--- src/rtl/stepper_position_follower_unit_macros.svh ---
// ----------------------------------------------------------------------------
// Assertion macros for the stepper position follower
// Concurrent property wrappers; define NO_ASSERTIONS to compile them out.
// ----------------------------------------------------------------------------
`ifndef STEPPER_POSITION_FOLLOWER_UNIT_MACROS_SVH
`define STEPPER_POSITION_FOLLOWER_UNIT_MACROS_SVH
`ifndef NO_ASSERTIONS
`define SPF_ASSERT_IMPLIES(label, clk, rst, ante, cons) \
   label: assert property (@(posedge clk) disable iff (rst) (ante) |-> (cons)) \
      else $error("spf assertion failed: same-cycle implication");
`define SPF_ASSERT_NEXT(label, clk, rst, ante, cons) \
   label: assert property (@(posedge clk) disable iff (rst) (ante) |=> (cons)) \
      else $error("spf assertion failed: next-cycle implication");
`else
`define SPF_ASSERT_IMPLIES(label, clk, rst, ante, cons)
`define SPF_ASSERT_NEXT(label, clk, rst, ante, cons)
`endif
`endif

--- src/rtl/spf_pkg.sv ---
// ----------------------------------------------------------------------------
// spf_pkg
// Shared types and constants of the stepper position follower.
// ----------------------------------------------------------------------------
package spf_pkg;

   localparam int CSR_ADDR_W = 2;
   localparam int CSR_DATA_W = 16;

   // register indexes
   localparam logic [CSR_ADDR_W-1:0] CSR_POS_PER_STEP  = 2'd0;
   localparam logic [CSR_ADDR_W-1:0] CSR_HALL_ON       = 2'd1;
   localparam logic [CSR_ADDR_W-1:0] CSR_HALL_OFF      = 2'd2;
   localparam logic [CSR_ADDR_W-1:0] CSR_INDEX_GAP     = 2'd3;

   // reset values of the registers
   localparam logic [15:0] POS_PER_STEP_RST = 16'd59;
   localparam logic [11:0] HALL_ON_RST      = 12'd2190;
   localparam logic [11:0] HALL_OFF_RST     = 12'd2000;
   localparam logic [15:0] INDEX_GAP_RST    = 16'd3000;

   // half period arithmetic
   localparam int SLOW_BASE  = 1000;
   localparam int SLOW_SCALE = 5000;
   localparam int FAST_SCALE = 5500;
   localparam int FAST_FLOOR = 50;
   localparam int MAG_LIMIT  = 32767;

   // direction codes (two bit signed)
   localparam logic [1:0] DIR_STOP = 2'b00;
   localparam logic [1:0] DIR_FWD  = 2'b01;
   localparam logic [1:0] DIR_REV  = 2'b11;

   typedef struct packed {
      logic load;
      logic detect;
      logic mul1;
      logic div1;
      logic fast;
      logic mul2;
      logic div2;
      logic mod_step;
      logic commit;
   } spf_cmd_type;

   typedef struct packed {
      logic mod_last;
   } spf_sts_type;

endpackage

--- src/rtl/spf_ctrl.sv ---
// ----------------------------------------------------------------------------
// spf_ctrl
// Sequencer of the follower: steps the datapath and owns the handshakes.
// ----------------------------------------------------------------------------
`include "stepper_position_follower_unit_macros.svh"

module spf_ctrl
   import spf_pkg::*;
(
   input  logic        clock,
   input  logic        reset,
   input  logic        req_tvalid,
   output logic        req_tready,
   output logic        rsp_tvalid,
   input  logic        rsp_tready,
   output spf_cmd_type cmd,
   input  spf_sts_type sts
);

   typedef enum logic [3:0] {
      ST_IDLE,
      ST_DETECT,
      ST_MUL1,
      ST_DIV1,
      ST_FAST,
      ST_MUL2,
      ST_DIV2,
      ST_MOD,
      ST_COMMIT
   } state_type;

   state_type state_ff, state_in;
   logic      rsp_valid_ff, rsp_valid_in;
   logic      slot_free;

   assign req_tready = (state_ff == ST_IDLE);
   assign rsp_tvalid = rsp_valid_ff;
   assign slot_free  = !rsp_valid_ff || rsp_tready;

   always_comb begin
      cmd          = '0;
      cmd.load     = (state_ff == ST_IDLE) && req_tvalid;
      cmd.detect   = (state_ff == ST_DETECT);
      cmd.mul1     = (state_ff == ST_MUL1);
      cmd.div1     = (state_ff == ST_DIV1);
      cmd.fast     = (state_ff == ST_FAST);
      cmd.mul2     = (state_ff == ST_MUL2);
      cmd.div2     = (state_ff == ST_DIV2);
      cmd.mod_step = (state_ff == ST_MOD);
      cmd.commit   = (state_ff == ST_COMMIT) && slot_free;
   end

   always_comb begin
      state_in     = state_ff;
      rsp_valid_in = rsp_valid_ff;
      if (rsp_tready) begin
         rsp_valid_in = 1'b0;
      end
      case (state_ff)
         ST_IDLE: begin
            if (req_tvalid) state_in = ST_DETECT;
         end
         ST_DETECT: state_in = ST_MUL1;
         ST_MUL1:   state_in = ST_DIV1;
         ST_DIV1:   state_in = ST_FAST;
         ST_FAST:   state_in = ST_MUL2;
         ST_MUL2:   state_in = ST_DIV2;
         ST_DIV2:   state_in = ST_MOD;
         ST_MOD: begin
            if (sts.mod_last) state_in = ST_COMMIT;
         end
         ST_COMMIT: begin
            if (slot_free) begin
               state_in     = ST_IDLE;
               rsp_valid_in = 1'b1;
            end
         end
         default: state_in = ST_IDLE;
      endcase
   end

   always_ff @(posedge clock) begin
      if (reset) begin
         state_ff     <= ST_IDLE;
         rsp_valid_ff <= 1'b0;
      end else begin
         state_ff     <= state_in;
         rsp_valid_ff <= rsp_valid_in;
      end
   end

   `SPF_ASSERT_IMPLIES(a_commit_slot_free, clock, reset, cmd.commit, !rsp_valid_ff || rsp_tready)
   `SPF_ASSERT_NEXT(a_commit_shows_rsp, clock, reset, cmd.commit, rsp_tvalid)
   `SPF_ASSERT_NEXT(a_accept_blocks_next, clock, reset, req_tvalid && req_tready, !req_tready)
   `SPF_ASSERT_IMPLIES(a_mod_only_busy, clock, reset, cmd.mod_step, !req_tready && !cmd.load)

endmodule

--- src/rtl/spf_datapath.sv ---
// ----------------------------------------------------------------------------
// spf_datapath
// Registers, index detector, half period chain and serial modulo unit.
// ----------------------------------------------------------------------------
module spf_datapath
   import spf_pkg::*;
#(
   parameter  int POSITION_BITS = 16,
   parameter  int HALL_BITS     = 12,
   localparam int REQ_W = ((POSITION_BITS + 16 + HALL_BITS + 7) / 8) * 8,
   localparam int RSP_W = ((POSITION_BITS + 17 + 7) / 8) * 8
)
(
   input  logic                  clock,
   input  logic                  reset,
   input  logic                  csr_we,
   input  logic [CSR_ADDR_W-1:0] csr_addr,
   input  logic [CSR_DATA_W-1:0] csr_wdata,
   input  logic [REQ_W-1:0]      req_tdata,
   output logic [RSP_W-1:0]      rsp_tdata,
   input  spf_cmd_type           cmd,
   output spf_sts_type           sts
);

   localparam int CNT_W = (POSITION_BITS > 1) ? $clog2(POSITION_BITS) : 1;

   // exact floor(x / 255) for x below 255 * 2^13, by folding the high part twice
   function automatic logic [12:0] div255(input logic [20:0] x);
      logic [12:0] q0;
      logic [13:0] r0;
      logic [5:0]  q1;
      logic [8:0]  r1;
      logic        c;
      q0 = x[20:8];
      r0 = 14'(q0) + 14'(x[7:0]);
      q1 = r0[13:8];
      r1 = 9'(q1) + 9'(r0[7:0]);
      c  = (r1 >= 9'd255);
      return q0 + 13'(q1) + 13'(c);
   endfunction

   // exact floor(x / 32767) for x below 32767 * 2^13; one correction suffices
   function automatic logic [12:0] div32767(input logic [27:0] x);
      logic [12:0] q0;
      logic [15:0] r0;
      logic        c;
      q0 = x[27:15];
      r0 = 16'(q0) + 16'(x[14:0]);
      c  = (r0 >= 16'(MAG_LIMIT));
      return q0 + 13'(c);
   endfunction

   // configuration
   logic [15:0] pps_ff;
   logic [11:0] hall_on_ff, hall_off_ff;
   logic [15:0] gap_ff;

   // request fields
   logic [POSITION_BITS-1:0] goal_ff;
   logic [7:0]               smin_ff, smax_ff;
   logic [HALL_BITS-1:0]     hall_ff;

   // follower state
   logic [POSITION_BITS-1:0] pos_ff;
   logic [1:0]               last_dir_ff;
   logic                     mark_ff;

   // working registers
   logic [1:0]               dir_ff;
   logic [14:0]              mag_ff;
   logic [20:0]              p_slow_ff, p_raw_ff;
   logic [12:0]              slow_ff, raw_ff, fast_ff, span_ff, half_ff;
   logic [14:0]              magc_ff;
   logic [27:0]              prod_ff;
   logic [POSITION_BITS-1:0] shreg_ff;
   logic [15:0]              rem_ff, rem_in;
   logic [CNT_W-1:0]         cnt_ff;
   logic [RSP_W-1:0]         rsp_data_ff;

   // detector and difference
   logic [HALL_BITS-1:0]     on_lvl, off_lvl;
   logic                     rise, mark_a, mark_n;
   logic [POSITION_BITS-1:0] gap_half, pos_a, diff, mag_full;
   logic [1:0]               dir_n;
   logic [32:0]              mag_wide;
   logic [14:0]              mag_n;

   // half period chain
   logic [13:0]              raw_plus;
   logic [12:0]              fast_n;

   // modulo step and commit
   logic [16:0]              rem_t;
   logic                     moving, pulse;
   logic [POSITION_BITS-1:0] pos_moved;
   logic [12:0]              half_out;

   always_comb begin
      on_lvl   = HALL_BITS'(hall_on_ff);
      off_lvl  = HALL_BITS'(hall_off_ff);
      gap_half = POSITION_BITS'(gap_ff >> 1);
      rise     = !mark_ff && (hall_ff > on_lvl);
      mark_a   = mark_ff || rise;
      mark_n   = mark_a && !(hall_ff < off_lvl);
      pos_a    = pos_ff;
      if (rise) begin
         if (last_dir_ff == DIR_FWD) begin
            pos_a = -gap_half;
         end else if (last_dir_ff == DIR_REV) begin
            pos_a = gap_half;
         end
      end
      diff = goal_ff - pos_a;
      if (diff == '0) begin
         dir_n    = DIR_STOP;
         mag_full = '0;
      end else if (diff[POSITION_BITS-1]) begin
         dir_n    = DIR_REV;
         mag_full = -diff;
      end else begin
         dir_n    = DIR_FWD;
         mag_full = diff;
      end
      mag_wide = 33'(mag_full);
      mag_n    = (mag_wide > 33'(MAG_LIMIT)) ? 15'(MAG_LIMIT) : 15'(mag_full);
   end

   always_comb begin
      raw_plus = 14'(raw_ff) + 14'(FAST_FLOOR);
      fast_n   = (raw_plus > 14'(slow_ff)) ? 13'(FAST_FLOOR) : (slow_ff - raw_ff);
   end

   always_comb begin
      rem_t = {rem_ff, shreg_ff[POSITION_BITS-1]};
      if (rem_t >= {1'b0, pps_ff}) begin
         rem_in = 16'(rem_t - {1'b0, pps_ff});
      end else begin
         rem_in = 16'(rem_t);
      end
   end

   always_comb begin
      moving    = (dir_ff != DIR_STOP);
      pulse     = moving && (pps_ff != '0) && (rem_ff == '0);
      half_out  = moving ? half_ff : '0;
      pos_moved = pos_ff;
      if (dir_ff == DIR_FWD) begin
         pos_moved = pos_ff + POSITION_BITS'(1);
      end else if (dir_ff == DIR_REV) begin
         pos_moved = pos_ff - POSITION_BITS'(1);
      end
   end

   assign sts.mod_last = (cnt_ff == CNT_W'(POSITION_BITS - 1));
   assign rsp_tdata    = rsp_data_ff;

   // control state and configuration
   always_ff @(posedge clock) begin
      if (reset) begin
         pps_ff      <= POS_PER_STEP_RST;
         hall_on_ff  <= HALL_ON_RST;
         hall_off_ff <= HALL_OFF_RST;
         gap_ff      <= INDEX_GAP_RST;
         pos_ff      <= '0;
         last_dir_ff <= DIR_STOP;
         mark_ff     <= 1'b0;
      end else begin
         if (csr_we) begin
            case (csr_addr)
               CSR_POS_PER_STEP: pps_ff      <= csr_wdata;
               CSR_HALL_ON:      hall_on_ff  <= 12'(csr_wdata);
               CSR_HALL_OFF:     hall_off_ff <= 12'(csr_wdata);
               CSR_INDEX_GAP:    gap_ff      <= csr_wdata;
               default: ;
            endcase
         end
         if (cmd.detect) begin
            pos_ff  <= pos_a;
            mark_ff <= mark_n;
         end
         if (cmd.commit) begin
            pos_ff      <= pos_moved;
            last_dir_ff <= dir_ff;
         end
      end
   end

   // payload
   always_ff @(posedge clock) begin
      if (cmd.load) begin
         goal_ff <= req_tdata[POSITION_BITS-1:0];
         smin_ff <= req_tdata[POSITION_BITS +: 8];
         smax_ff <= req_tdata[POSITION_BITS+8 +: 8];
         hall_ff <= req_tdata[POSITION_BITS+16 +: HALL_BITS];
      end
      if (cmd.detect) begin
         dir_ff <= dir_n;
         mag_ff <= mag_n;
      end
      if (cmd.mul1) begin
         p_slow_ff <= 21'(8'd255 - smin_ff) * 21'(SLOW_SCALE);
         p_raw_ff  <= 21'(smax_ff) * 21'(FAST_SCALE);
         shreg_ff  <= pos_ff;
         rem_ff    <= '0;
         cnt_ff    <= '0;
      end
      if (cmd.div1) begin
         slow_ff <= 13'(SLOW_BASE) + div255(p_slow_ff);
         raw_ff  <= div255(p_raw_ff);
      end
      if (cmd.fast) begin
         fast_ff <= fast_n;
         span_ff <= slow_ff - fast_n;
         magc_ff <= 15'(MAG_LIMIT) - mag_ff;
      end
      if (cmd.mul2) begin
         prod_ff <= 28'(span_ff) * 28'(magc_ff);
      end
      if (cmd.div2) begin
         half_ff <= fast_ff + div32767(prod_ff);
      end
      if (cmd.mod_step) begin
         rem_ff   <= rem_in;
         shreg_ff <= shreg_ff << 1;
         cnt_ff   <= cnt_ff + CNT_W'(1);
      end
      if (cmd.commit) begin
         rsp_data_ff <= RSP_W'({mark_ff, pos_moved, half_out, dir_ff, pulse});
      end
   end

endmodule

--- src/rtl/stepper_position_follower_unit.sv ---
// ----------------------------------------------------------------------------
// stepper_position_follower_unit
// Order: an accepted request passes detect, mul1, div1, fast, mul2, div2, mod
//   and commit; its response shows after commit, later only while rsp_tready is low.
// Requests: one at a time, a new one taken only once commit is done; the
//   bit-serial position modulo unit, one bit a cycle, is the longest step.
// Reset: synchronous, active high; registers return to their defaults, the
//   position, last direction and index mark clear, and no response is pending.
// ----------------------------------------------------------------------------
module stepper_position_follower_unit
   import spf_pkg::*;
#(
   parameter  int POSITION_BITS = 16,
   parameter  int HALL_BITS     = 12,
   localparam int REQ_W = ((POSITION_BITS + 16 + HALL_BITS + 7) / 8) * 8,
   localparam int RSP_W = ((POSITION_BITS + 17 + 7) / 8) * 8
)
(
   input  logic                  clock,
   input  logic                  reset,
   // configuration write port
   input  logic                  csr_we,
   input  logic [CSR_ADDR_W-1:0] csr_addr,
   input  logic [CSR_DATA_W-1:0] csr_wdata,
   // request channel
   input  logic                  req_tvalid,
   output logic                  req_tready,
   // goal_position, min_speed_level, max_speed_level, hall_sample, zero pad
   input  logic [REQ_W-1:0]      req_tdata,
   // response channel
   output logic                  rsp_tvalid,
   input  logic                  rsp_tready,
   // step_pulse, direction, half_period_us, position, index_active, zero pad
   output logic [RSP_W-1:0]      rsp_tdata
);

   // The controller walks each request through the fixed chain:
   //   detect   - hysteresis on the hall sample, re-zero on a rising mark,
   //              wrapped difference to the goal, direction and saturated magnitude
   //   mul1     - scale both speed bytes; load the modulo unit with the position
   //   div1     - constant divide by 255 for the slow and raw half periods
   //   fast     - pick the fastest half period and the span to the slow one
   //   mul2     - span times the remaining distance weight
   //   div2     - constant divide by 32767 and add back the fast period
   //   mod      - restoring remainder of position by pos_per_step, one bit a cycle
   //   commit   - move the position, update the last direction, load the response
   // The response register parts the two sides; commit waits only while a
   // previous response is still held.

   spf_cmd_type cmd;
   spf_sts_type sts;

   spf_ctrl u_ctrl (
      .clock      (clock),
      .reset      (reset),
      .req_tvalid (req_tvalid),
      .req_tready (req_tready),
      .rsp_tvalid (rsp_tvalid),
      .rsp_tready (rsp_tready),
      .cmd        (cmd),
      .sts        (sts)
   );

   spf_datapath #(
      .POSITION_BITS (POSITION_BITS),
      .HALL_BITS     (HALL_BITS)
   ) u_datapath (
      .clock     (clock),
      .reset     (reset),
      .csr_we    (csr_we),
      .csr_addr  (csr_addr),
      .csr_wdata (csr_wdata),
      .req_tdata (req_tdata),
      .rsp_tdata (rsp_tdata),
      .cmd       (cmd),
      .sts       (sts)
   );

endmodule

--- config.mk ---
export PLATFORM = sky130hd
export DESIGN_NAME = stepper_position_follower_unit
export DESIGN_NICKNAME = d
export VERILOG_FILES = /design/src/rtl/spf_pkg.sv /design/src/rtl/spf_ctrl.sv /design/src/rtl/spf_datapath.sv /design/src/rtl/stepper_position_follower_unit.sv
export VERILOG_INCLUDE_DIRS = /design/src /design/src/rtl
export SDC_FILE = /design/constraint.sdc
export NUM_CORES = 1
export LEC_CHECK = 0
export BUFFER_PORTS_ARGS = -buffer_cell sky130_fd_sc_hd__buf_2
export CAP_MARGIN = 20
export CORE_AREA = 2 2 229 231
export CTS_BUF_LIST = sky130_fd_sc_hd__clkbuf_4 sky130_fd_sc_hd__clkbuf_8
export DETAILED_ROUTE_END_ITERATION = 8
export DIE_AREA = 0 0 231 233
export PLACE_DENSITY = 0.76
export SYNTH_ARGS = -nofsm -noshare
export SYNTH_HDL_FRONTEND = slang
export SYNTH_HIERARCHICAL = 1
export SYNTH_SLANG_ARGS = --single-unit
--- constraint.sdc ---
create_clock -name clock -period 5.8 [get_ports clock]
set_input_delay 0.29 -clock clock [delete_from_list [all_inputs] [get_ports clock]]
set_output_delay 0.29 -clock clock [all_outputs]
set_load 0.01 [all_outputs]
==> flow_metrics.tcl, run 1 <==
set metrics [dict create \
    nets 3775 \
    max_slew_margin 0.372 \
    wl_met3_mm 3.74 \
    synth_top_area_cell "edfxtp_1" \
    synth_edf_count 274 \
    highest_layer "met4" \
    synth_top_area_share 0.285 \
    drcViolationCount 0 \
    p_clk_frac 0.214 \
    drtIter0Drc 1497 \
    ys_top_cells_by_count "inv_1 (407), nand2_1 (359), ha_1 (317)" \
    start_kind "flop" \
    yosysWarnings 6 \
    max_freq_mhz 173 \
    synth_seq_cells 354 \
    initial_core_util 0.565 \
    ys_types 93 \
    overflow 0 \
    criticalPathCategory "flop to flop" \
    p_leak_nw 15.1 \
    cts_tree "yes" \
    postSynthAreaPerCell_um2 9.86 \
    io_pins 113 \
    dpl.hpwl_mm 49.8 \
    async_flop_share 0 \
    worstMarginPinSlew_ps 938 \
    die_x_um 231 \
    fin_ws_ps 10.2 \
    htreeDepth 2 \
    netlist_area_um2 28900 \
    hold_path.class "input port to flop" \
    powerDensity_nw_per_um2 345 \
    skew_ps 89.3 \
    vias 21700 \
    io_buffers 101 \
    rsz0062_at_grt "yes" \
    status "finished, final reports clean" \
    dieArea_um2 53800 \
    arrival_ps 6200 \
    synthToLayoutAreaGrowth_pct 15.4 \
    slew_viol_final 0 \
    ant_nets 0 \
    grt_max_degree 79 \
    finalHoldViolCount 0 \
    crit_fanout 5 \
    cts_root_buffer "clkbuf_8" \
    grt_pass1_wl_mm 108 \
    syn-instance-count 2927 \
    dieHeight_um 233 \
    combPwrFrac 0.490 \
    fin_hold_ws_ps 6.55 \
    totalWireLength_mm 67.4 \
    vias_per_cell 5.54 \
    drtPass1Iterations 5 \
    post-place-ws_ps -177 \
    place_congestion 0.922 \
    track_usage 0.248 \
    drv_cap 0 \
    holdPathStages 4 \
    swShare 0.373 \
    core_area_um2 51100 \
    path_clk_slew_ps 60 \
    wl_met1_mm 27.9 \
    antenna_found_initial 0 \
    wl_per_cell_um 17.2 \
    clockBufferDepth 3 \
    finalCritPeriodShare 0.998 \
    grt_pass1_vias 22100 \
    ys_seq_area_frac 0.341 \
    finalCriticalPeriod_ps 5790 \
    reg2reg_depth 26 \
    p_int_mw 7.20 \
    critPathRequiredTime_ps 6210 \
    layout-drive-gt1-share 0.154 \
    rows 83 \
    yosys_most_used_dff "edfxtp_1" \
    clkLatencyLatePin_ps 730 \
    synth.area.top_cells "edfxtp_1 (29%), ha_1 (14%), fa_1 (14%), dfxtp_1 (5.5%), inv_1 (5.3%)" \
    numClockSinks 354 \
    share_seq_of_total_power 0.297 \
    p_switching_mw 4.28 \
    finalSetupViolCount 0 \
    wl_met2_mm 33.3 \
    vdd_drop_max_uv 262 \
    synth.most_common_cell "inv_1" \
    end_kind "flop" \
    cts_buffers 61 \
]
==> layer usage <==
layer / up-vias / global-route usage
li1: 10300 / -
met1: 10500 / 0.312
met2: 675 / 0.430
met3: 186 / 0.0402
met4: 0 / 0.0927
met5: - / 0
==> area by class of cell <==
type                    count  area (um^2)
clock buffers              88         1090
inverters                 408         1530
diodes                      1         2.50
repair buffers            294         2170
fillers                  3920        17800
multi-input cells        2072        17600
clock inverters            25          238
well taps                 680          851
flip-flops and latches    354         9830
==> layout by cell type, fill, tap and decap left out, drive strengths merged, types with 14 or more instances in the layout <==
| cell type | netlist | routed |
|---|---|---|
| xor2 | 66 | 66 |
| buf | 14 | 230 |
| fa | 196 | 196 |
| nand2 | 366 | 366 |
| nor4 | 24 | 24 |
| clkinv | 1 | 19 |
| mux2i | 22 | 22 |
| o21a | 14 | 14 |
| a21oi | 163 | 163 |
| o21bai | 29 | 29 |
| dfxtp | 80 | 80 |
| and2 | 83 | 83 |
| inv | 407 | 410 |
| nor3 | 38 | 38 |
| nand2b | 30 | 30 |
| nand3b | 19 | 19 |
| nor2 | 149 | 149 |
| ha | 317 | 317 |
| clkbuf | 85 | 89 |
| o21ai | 91 | 91 |
| dlygate4sd3 | 0 | 63 |
| nand4 | 20 | 20 |
| xnor2 | 133 | 133 |
| nor2b | 53 | 53 |
| edfxtp | 274 | 274 |
| a211oi | 16 | 16 |
| a31oi | 16 | 16 |
| a21o | 62 | 62 |
| nand3 | 33 | 33 |
==> critical path: stages (launching register included) <==
cell	delay [ps]
edfxtp_1	480
buf_6	140
nand2_2	50
fa_1	530
inv_2	40
fa_2	530
inv_2	40
fa_1	480
inv_2	50
ha_4	260
inv_1	50
fa_1	510
inv_2	60
ha_4	240
inv_2	70
o21bai_4	70
a21oi_4	160
o21bai_1	110
a21oi_2	190
o21ai_2	100
o41ai_2	270
o211ai_1	230
a221oi_2	360
buf_4	190
nand2b_4	50
a211oi_2	190
nor2_1	70
==> cell families (layout without fill, tap and decap cells) <==
logic type                 Yosys count  count (layout)  synth area share
buffers and inverters              507             815            0.0674
other                                1               8          0.000130
xor gates and xnor gates           199             199            0.0609
muxes                               22              22           0.00802
adders and majority gates          513             513             0.273
DFF                                354             354             0.341
AOI/OAI and AO/OA                  463             463             0.104
and+or+nand+nor                    868             868             0.146
==> worst paths after layout <==
| check | startpoint | endpoint | slack, ps |
|---|---|---|---|
| worst max-delay path | u_datapath/span_ff[1] | u_datapath/prod_ff[25] | 10 |
| worst min-delay path | csr_addr[0] | u_datapath/pps_ff[8] | 7 |
| worst max register to register | u_datapath/span_ff[1] | u_datapath/prod_ff[25] | 10 |
| worst min register to register | u_datapath/hall_on_ff[4] | u_datapath/hall_on_ff[4] | 460 |
==> registers in the layout, indices dropped and copies added (netlist names), 15 cells and up <==
name / flops
u_datapath/goal_ff: 16
u_datapath/rem_ff: 16
u_datapath/pps_ff: 16
u_datapath/p_raw_ff: 19
u_datapath/gap_ff: 15
u_datapath/pos_ff: 16
u_datapath/rsp_tdata: 33
u_datapath/shreg_ff: 16
u_datapath/mag_ff: 15
u_datapath/prod_ff: 28
u_datapath/p_slow_ff: 18
u_datapath/magc_ff: 15
==> power by group through the flow <==
| stage | Sequential [mW] | Clock [mW] | Combinational [mW] |
|---|---|---|---|
| finish | 3.41 | 2.46 | 5.62 |
| global route | 3.42 | 2.61 | 6.31 |
| CTS | 3.40 | 2.50 | 5.23 |
| detailed placement | 3.45 | 0 | 5.07 |
| global placement | 3.45 | 0 | 4.89 |
| floorplan | 3.39 | 0 | 3.92 |
==> what timing repair did <==
action	CTS	global route
endpoints found under the setup margin	8	44
endpoints found under the hold margin	102	2
setup buffers	3	38
gates resized for setup	16	113
pin swaps	10	72
hold buffers	62	1
==> stage by stage <==
stage / instances / cell area, um^2 / utilization / setup TNS, ps / total power, mW
3_5_place_dp: 3703 / 30500 / 0.598 / -649 / 8.52
3_3_place_gp: 3702 / 30500 / 0.598 / -59.8 / 8.34
2_1_floorplan: 2933 / 28900 / - / 0 / 7.31
4_1_cts: 3881 / 32600 / 0.637 / -13.0 / 11.1
6_report: 3922 / 33300 / 0.652 / 0 / 11.5
5_1_grt: 3921 / 33300 / 0.652 / -1520 / 12.3
Note: power is estimated with default switching activity, not from simulation.
==> inputs of run 2 (changes only) <==
Settings changed: CTS_CLUSTER_DIAMETER from default to 30, MAX_ROUTING_LAYER from default to met4.
==> run 2 against run 1 <==
Clock power rose by 22%. Sequential share of layout area is 0.36 points lower. Critical endpoint is now u_datapath/prod_ff[27]. Critical path depth fell by 3.
==> flow_metrics.tcl, run 2 (synthesis results as in run 1) <==
set metrics [dict create \
    rows 83 \
    largest_register_ffs 33 \
    drtIter0Drc 1458 \
    fin_ws_ps 40.7 \
    drtPass1Iterations 5 \
    io_pins 113 \
    worstMarginPinSlew_ps 881 \
    vdd_drop_max_uv 261 \
    io_buffers 101 \
    criticalPathCategory "flop to flop" \
    finalHoldViolCount 0 \
    worst_path_largest_cell_delay_ps 540 \
    final_cell_mix "inv_1 (396), nand2_1 (352), ha_1 (305)" \
    holdPathStages 4 \
    finalCriticalPeriod_ps 5760 \
    antenna_found_initial 1 \
    dieArea_um2 53800 \
    totalWireLength_mm 67.2 \
    arrival_ps 6250 \
    clkLatencyLatePin_ps 680 \
    htreeDepth 3 \
    finalCritPeriodShare 0.993 \
    hp-start "csr_addr[0]" \
    overflow 0 \
    r2r_end "u_datapath/prod_ff[27]" \
    synthToLayoutAreaGrowth_pct 16.8 \
    vias 21600 \
    post-place-ws_ps -196 \
    crit_family "adder cells" \
    skew_ps 49.6 \
    setup_tns_ps 0 \
    clockBufferDepth 3 \
    reg2reg_depth 23 \
    crit_chain "buf_6 > buf_6 > nand2_4 > fa_1 > inv_2 > fa_1 > fa_1 > inv_2 > fa_1 > fa_1 > inv_2 > ha_4 > a21oi_4 > o21bai_1 > a21oi_2 > o21ai_2 > o41ai_2 > o211ai_1 > a221oi_2 > a21oi_2 > o21ai_2 > a21oi_2 > a31oi_1" \
    nets 3802 \
    slowest_stage "fa_1" \
    p_switching_mw 4.39 \
    dieHeight_um 233 \
    cts_root_buffer "clkbuf_8" \
    crit_top_cell "fa_1" \
    max_slew_margin 0.411 \
    critPathRequiredTime_ps 6290 \
    end_kind "flop" \
    finalSetupViolCount 0 \
    core_area_um2 51100 \
    place_congestion 0.920 \
    dpl-instance-area_um2 30600 \
    p_leak_nw 15.3 \
    layout-drive-gt1-share 0.159 \
    combPwrFrac 0.464 \
    rsz0062_at_grt "yes" \
    numClockSinks 354 \
    p_int_mw 7.57 \
    path_clk_slew_ps 50 \
    status "finished, final reports clean" \
    ant_nets 0 \
    wl_per_cell_um 16.9 \
    swShare 0.367 \
    drcViolationCount 0 \
    rrSetupSlack_ps 40 \
    powerDensity_nw_per_um2 355 \
    final_common_cell "inv_1" \
    grt_max_degree 79 \
    worstReg2RegStart "u_datapath/span_ff[1]" \
    slew_viol_final 0 \
    grt_pass1_vias 21800 \
    die_x_um 231 \
    cts_buffers 80 \
    hold_path.class "input port to flop" \
    max_freq_mhz 174 \
    start_kind "flop" \
    fin_hold_ws_ps 33.4 \
    track_usage 0.255 \
    crit_fanout 4 \
    share_seq_of_total_power 0.285 \
    grt_pass1_wl_mm 107 \
    holdPathEnd "u_datapath/pps_ff[2]" \
    dpl.hpwl_mm 49.7 \
    final_cell_area_um2 33700 \
    initial_core_util 0.565 \
    vias_per_cell 5.45 \
    cts_tree "yes" \
    cp_num_buf_inv 5 \
    p_clk_frac 0.251 \
    drv_cap 0 \
    final_util 0.660 \
]
-- run 2: power groups by stage --
stage | registers (mW) | clock network, mW | logic, mW
2_1_floorplan | 3.39 | 0 | 3.92
3_3_place_gp | 3.45 | 0 | 4.92
3_5_place_dp | 3.45 | 0 | 5.11
4_1_cts | 3.40 | 3.05 | 5.24
5_1_grt | 3.42 | 3.18 | 6.26
6_report | 3.40 | 3.00 | 5.55
-- run 2: layer usage --
metal	part of all wire	global-route usage	vias to the layer above
met1	0.42	0.316	10400
met5	0	-	-
met4	0.032	0.0931	0
met3	0.053	0.0386	148
met2	0.50	0.425	635
li1	-	-	10400
-- run 2: final cells by class --
class	count	area [um^2]
diodes	1	2.50
multi-input cells	2072	17500
inverters	408	1530
clock inverters	50	488
fillers	3876	17400
flip-flops and latches	354	9830
clock buffers	97	1250
repair buffers	302	2260
well taps	680	851
-- run 2: worst register-to-register path, cell delays in order (launching register included) --
cell and delay (ps):
edfxtp_1 400, buf_6 140, buf_6 100, nand2_4 40, fa_1 540, inv_2 40, fa_1 470, fa_1 530
inv_2 50, fa_1 460, fa_1 520, inv_2 50, ha_4 230, a21oi_4 160, o21bai_1 120, a21oi_2 210
o21ai_2 100, o41ai_2 330, o211ai_1 230, a221oi_2 350, a21oi_2 130, o21ai_2 180, a21oi_2 60, a31oi_1 170
-- run 2: timing repair --
action,4_1_cts,5_1_grt
pin swaps,2,66
endpoints found under the setup margin,6,38
hold endpoints to repair,101,0
setup buffers,4,43
hold buffers,62,0
resized for setup,10,104
cloned,0,0
-- run 2: how the worst max path moves through the flow --
stage,from,to,slack (ps),cells past startpoint
2_1_floorplan,u_datapath/magc_ff[2],u_datapath/prod_ff[27],4,24
3_3_place_gp,u_datapath/span_ff[3],u_datapath/prod_ff[27],-90,26
3_5_place_dp,u_datapath/span_ff[2],u_datapath/prod_ff[27],-200,22
4_1_cts,u_datapath/p_raw_ff[11],u_datapath/raw_ff[12],10,29
5_1_grt,u_datapath/span_ff[1],u_datapath/prod_ff[27],-180,26
6_report,u_datapath/span_ff[1],u_datapath/prod_ff[27],40,23
-- run 2: metrics by stage --
step	instances	total power [mW]
after floorplan	2933	7.31
after global placement	3704	8.37
after detailed placement	3705	8.56
after CTS	3918	11.7
after global routing	3964	12.9
final	3964	12.0
